File: src/rtl/core/trsce_pkg.sv
// ----------------------------------------------------------------------------
// trsce_pkg
// Opcodes, constants and controller/datapath interface types for the
// two-register stack CPU execute block.
// ----------------------------------------------------------------------------
`default_nettype none

package trsce_pkg;

    // Memory depth default; the depth must be a power of two (address wraps)
    localparam int unsigned MEM_WORDS_DEF = 65536;

    // Field widths
    localparam int unsigned WORD_W     = 32;
    localparam int unsigned MEM_ADDR_W = 16;
    localparam int unsigned S_DATA_W   = 80;
    localparam int unsigned M_DATA_W   = 248;

    // Register values after reset
    localparam logic [WORD_W-1:0] RESET_A  = 32'd8483536;
    localparam logic [WORD_W-1:0] RESET_B  = 32'd134518156;
    localparam logic [WORD_W-1:0] RESET_SP = 32'd134518166;

    // Item kinds carried in tuser
    localparam logic FUNC_LOAD = 1'b0;
    localparam logic FUNC_EXEC = 1'b1;

    // Instruction opcodes
    typedef enum logic [7:0] {
        OP_LDC  = 8'd0,
        OP_ADC  = 8'd1,
        OP_LDL  = 8'd2,
        OP_STL  = 8'd3,
        OP_LDNL = 8'd4,
        OP_STNL = 8'd5,
        OP_ADD  = 8'd6,
        OP_SUB  = 8'd7,
        OP_SHL  = 8'd8,
        OP_SHR  = 8'd9,
        OP_ADJ  = 8'd10,
        OP_A2SP = 8'd11,
        OP_SP2A = 8'd12,
        OP_CALL = 8'd13,
        OP_RET  = 8'd14,
        OP_BRZ  = 8'd15,
        OP_BRLZ = 8'd16,
        OP_BR   = 8'd17,
        OP_HALT = 8'd18
    } opcode_t;

    // Controller to datapath commands
    typedef struct packed {
        logic clear_wr;   // write zero at the clear counter and advance it
        logic accept;     // capture input transaction, issue memory read
        logic commit;     // update machine state, memory and output register
    } trsce_cmd_t;

    // Datapath to controller status
    typedef struct packed {
        logic clear_last; // clear counter at the last memory word
        logic out_free;   // output register can take a result this cycle
    } trsce_status_t;

endpackage

`default_nettype wire

File: src/rtl/core/trsce_ctrl.sv
// ----------------------------------------------------------------------------
// trsce_ctrl
// Sequencer: memory clear after reset, accept, execute and commit.
// ----------------------------------------------------------------------------
`default_nettype none

module trsce_ctrl (
    input  wire logic                    aclk,
    input  wire logic                    aresetn,
    input  wire logic                    s_tvalid,
    output logic                         s_tready,
    input  wire trsce_pkg::trsce_status_t status,
    output trsce_pkg::trsce_cmd_t        cmd
);
    import trsce_pkg::*;

    typedef enum logic [1:0] {
        ST_CLEAR,
        ST_IDLE,
        ST_EXEC
    } state_t;

    state_t state_reg;
    state_t state_next;

    // Hold state
    always_ff @(posedge aclk) begin
        if (!aresetn) begin
            state_reg <= ST_CLEAR;
        end else begin
            state_reg <= state_next;
        end
    end

    // Decode commands and next state
    always_comb begin
        state_next   = state_reg;
        s_tready     = 1'b0;
        cmd.clear_wr = 1'b0;
        cmd.accept   = 1'b0;
        cmd.commit   = 1'b0;
        unique case (state_reg)
            ST_CLEAR: begin
                cmd.clear_wr = 1'b1;
                if (status.clear_last) begin
                    state_next = ST_IDLE;
                end
            end
            ST_IDLE: begin
                s_tready   = 1'b1;
                cmd.accept = s_tvalid;
                if (s_tvalid) begin
                    state_next = ST_EXEC;
                end
            end
            ST_EXEC: begin
                // wait for room in the output register
                cmd.commit = status.out_free;
                if (status.out_free) begin
                    state_next = ST_IDLE;
                end
            end
            default: begin
                state_next = ST_CLEAR;
            end
        endcase
    end

endmodule

`default_nettype wire

File: config.mk
export PLATFORM = sky130hd
export DESIGN_NAME = trsce_ctrl
export DESIGN_NICKNAME = d
export VERILOG_FILES = /design/src/rtl/core/trsce_pkg.sv /design/src/rtl/core/trsce_ctrl.sv
export SDC_FILE = /design/constraint.sdc
export NUM_CORES = 1
export LEC_CHECK = 0
export BUFFER_PORTS_ARGS = -buffer_cell sky130_fd_sc_hd__buf_2
export CAP_MARGIN = 0
export CELL_PAD_IN_SITES_DETAIL_PLACEMENT = 2
export CELL_PAD_IN_SITES_GLOBAL_PLACEMENT = 2
export CORE_AREA = 2 2 39 41
export CTS_BUF_LIST = sky130_fd_sc_hd__clkbuf_4
export DETAILED_ROUTE_END_ITERATION = 10
export DIE_AREA = 0 0 41 43
export PLACE_DENSITY_LB_ADDON = 0.08
export SLEW_MARGIN = 20
export SYNTH_ARGS = -nofsm -noshare
export SYNTH_HDL_FRONTEND = slang
export SYNTH_SLANG_ARGS = --single-unit
File: constraint.sdc
create_clock -name aclk -period 0.9 [get_ports aclk]
set_clock_uncertainty 0.1 [all_clocks]
set_input_delay 0.18 -clock aclk [delete_from_list [all_inputs] [get_ports aclk]]
set_output_delay 0.18 -clock aclk [all_outputs]
set_load 0.02 [all_outputs]
==> results.txt <==
The flow ran to the end, but the final reports show violations. The checks that failed: negative setup slack. The synthesized design contains 2 register bits. In this run, flip-flops and latches consume 25.9% of the power. Compared with the post-synthesis result, the final layout area differs by 189%. Hold timing on the final database bottoms out at a slack of 0.0932 ns. The worst path buffer plus inverter count is 1. Detailed routing inserted a total of 166 vias. The number of library cell types mapped by synthesis was 9. The chip height was 43 microns.

The later pin in the worst-skew pair is clocked with a latency of 0.22 ns. Clock-pin slew of the registers on the worst-case setup and hold paths: 0.03 ns. Clock tree synthesis selected as its root buffer the cell sky130_fd_sc_hd__clkbuf_4. The largest total area in the synthesized netlist belongs to sky130_fd_sc_hd__dfxtp_1.

The maximum operating frequency is 827 MHz, and the shortest clock period the worst path allows after layout is 1.21 ns. For this run, the number of Yosys warnings is 0. In this run the power density over the cells is 1440 nW/um^2. Global routing consumed, over all layers together, 7.11% of the routing resources.

The largest fanout on the critical path was 5; the post-detailed-route wirelength per cell was 10.6 microns. For this design the top-level I/O count stands at 9. Dividing the synthesized area by the synthesized cell count gives 8.18 sq um. No sink is reached through more buffers than the 2 on the longest clock path. Counting instances in the post-synthesis netlist gives the leading cell types as sky130_fd_sc_hd__dfxtp_1 (2), sky130_fd_sc_hd__nor2_1 (2), sky130_fd_sc_hd__nor3b_1 (2), sky130_fd_sc_hd__o21a_1 (2). The number of enable-type register cells in the synthesized netlist came out at 0. The tools report the tightest slew margin relative to the limit as 87.6%. Part of the power in combinational logic: 30.6%.

The tools report the category of the worst setup path capture point as an output port. The fraction of the yosys area taken by sequential cells is 37.6%, and the number of stages on the worst setup path is 2. The worst register-to-register path begins at state_reg[0]$_SDFFE_PN0P_. The flip-flop count of the largest register, all copies and words added works out to 2. The tools report the startpoint of the lowest-slack hold path as aresetn. The critical path goes through nor3b_4 -> buf_6. The total met3 wirelength after detailed routing was 20 microns. The violation count after the first detailed-route iteration was 0; the fraction of power spent switching nets was 27.5%.

The cell count after placement came out at 38. The run gives 0.93 ns as the data arrival time of the critical path. The share of total power dissipated in the clock network is 43.5%.

The worst register-to-register path ends at state_reg[0]$_SDFFE_PN0P_. The detailed placer's ending HPWL was 321 microns; the least setup slack across all paths after layout was -0.309 ns. The tools report the number of antenna violations at the first check in global routing as 0. The worst register-to-register path has a depth of 4. In this design, the stage delay of the slowest critical-path cell is 0.37 ns. 0 antenna diodes ended up in the layout. Summed over all layers, the routed wires come to 488 microns.

Row generation in the floorplan step produced 14 rows. Setup violations remaining at the end of the flow were counted as 6. The count of nets left with antenna violations once routing finished came out at 0. After the last flow step, the layout net total stands at 37.

The logs give 163 for the total of fill cells in the finished design and 545 uV for the worst IR drop on VDD. The global-route congestion overflow total was 0. The largest net degree at the start of global routing was 6; the count of port buffers added during placement was 8. The synthesized design devotes to its leading area cell type 37.6% of total area. The number of nets handed over by synthesis was 18. The register area is 47.5 sq um. The number of instances on the worst hold path was 2; the share of layout cells above drive strength 1 was 83.3%. The logs give 793 microns for the first-pass GRT wire length and 0.122 mW for the net switching power of the design.

The largest individual stage delay along the critical path comes from the cell sky130_fd_sc_hd__dfxtp_4. The depth of the CTS H-tree is 1, and the critical path required time is 0.62 ns. The analysis attributes to cell leakage a power of 0.149 nW.

The worst hold path belongs to the class in -> reg. The count of hold-fix buffers inserted at cts is 0. The detailed-route vias per instance works out to 3.61. The number of iterations in the first detailed-routing pass was 1; the horizontal extent of the die was 41 microns.

The transition time at the pin with the least slew margin works out to 0.184 ns. For the met2 wire length, the log shows 297 microns. The tools report the setup TNS as -1.40 ns.

STA classifies the critical path startpoint as a register. After layout, the worst path uses 134% of the clock period. Area of the placeable core: 1380 sq um. Number of buffers inserted during clock tree synthesis: 3. Following the worst setup path forward leads to its endpoint at cmd[0]. The via count of the first global-routing pass is 192. The clock sink total is 2.

The tools report the max-slew violation count as 0. Ranked by total cell area, the synthesized netlist is headed by sky130_fd_sc_hd__dfxtp_1 (38%), sky130_fd_sc_hd__nor3b_1 (14%), sky130_fd_sc_hd__o21a_1 (14%). After synthesis the cells add up to 106 sq um.

Across all register-to-register paths, the minimum setup slack is -0.19 ns. The final count of hold timing violations came out at 0. Internal power comes to 0.322 mW. Routability-driven placement finished with a final weighted congestion of 0.566. The remaining design rule violation count came out at 0. Once the floorplan was initialized, standard cells occupied 7.69% of the core. The combined area of the multi-input logic cells was 104 sq um.

The startpoint of the worst setup timing path was state_reg[1]$_SDFFE_PN0P_. The setup path with the least slack is of type reg -> out. The kind of cell with the highest combined delay along the critical path is flip-flops. The length of routed wiring on met1 was 170 microns.

The most used flip-flop cell after synthesis is sky130_fd_sc_hd__dfxtp_1. After layout, the design draws a total of 0.445 mW. The reported max-cap violation count was 0. In the synthesized netlist, the number of instances is 13. TritonCTS built the clock tree. The die covers 1760 sq um. Count of placed standard cells in the final layout, fillers left out: 46. The top layer reached by signal wires is met3. For this run, asynchronously set or reset flops after synthesis account for 0%. Setup repair after global routing could not meet its margin everywhere.
## worst reg2reg max path: stages (launching register included)
cell	delay (ns)
sky130_fd_sc_hd__dfxtp_4	0.40
sky130_fd_sc_hd__nand2_4	0.07
sky130_fd_sc_hd__buf_4	0.13
sky130_fd_sc_hd__o21a_1	0.10
sky130_fd_sc_hd__o211a_1	0.19
## how the worst min path moves through the flow
| stage | to | slack, ns |
|---|---|---|
| after detailed placement | state_reg[1]$_SDFFE_PN0P_ | 0.32 |
| after CTS | state_reg[0]$_SDFFE_PN0P_ | 0.09 |
| after floorplan | state_reg[1]$_SDFFE_PN0P_ | 0.20 |
| after global routing | state_reg[0]$_SDFFE_PN0P_ | 0.11 |
| final | state_reg[1]$_SDFFE_PN0P_ | 0.09 |
| after global placement | state_reg[1]$_SDFFE_PN0P_ | 0.30 |
## layer usage
layer / vias up / GRT usage [%]
met4: 0 / 6.00
met5: - / 0
met2: 4 / 11.3
li1: 80 / -
met1: 82 / 6.37
met3: 0 / 3.14
## area by class of cell
cell class	count	share of cell area, %
Tap cell	16	6.50
Clock buffer	3	7.32
Sequential cell	2	15.4
Multi-Input combinational cell	10	33.7
Timing Repair Buffer	14	35.8
Inverter	1	1.22
## cells in the final DEF (no fill, tap or decap), drive strengths merged
master,count
nand2,1
nor2,2
nor3b,2
buf,14
dfxtp,2
o211a,1
o21a,2
inv,1
nor2b,1
clkbuf,3
o21ai,1
## kinds of logic (layout without fill, tap and decap cells)
kind of cell           count (synthesis)  in the layout  synth area share, %
and+or+nand+nor                        6              6                 30.6
AOI/OAI and AO/OA                      4              4                 28.2
buffers and inverters                  1             18                 3.53
DFF                                    2              2                 37.6
## through the flow
step	worst slack, ns	area [sq um]	util (%)
floorplan	-0.0330	143	-
global placement	-0.101	210	15.2
detailed placement	-0.131	210	15.2
CTS	-0.332	269	19.4
global route	-0.348	308	22.2
finish	-0.309	308	22.2
## power groups by stage
stage | Clock, mW | Sequential, mW | Combinational [mW]
after floorplan | 0 | 0.112 | 0.0524
final | 0.193 | 0.115 | 0.136
after CTS | 0.210 | 0.113 | 0.115
after global placement | 0 | 0.117 | 0.0838
after global routing | 0.212 | 0.118 | 0.148
after detailed placement | 0 | 0.117 | 0.0849
## what timing repair did
action / in CTS / in global routing
setup endpoints to repair: 6 / 6
pin swaps: 2 / 3
buffers inserted: 2 / 3
gates resized for setup: 7 / 4
Power figures use the tool's default switching activity.
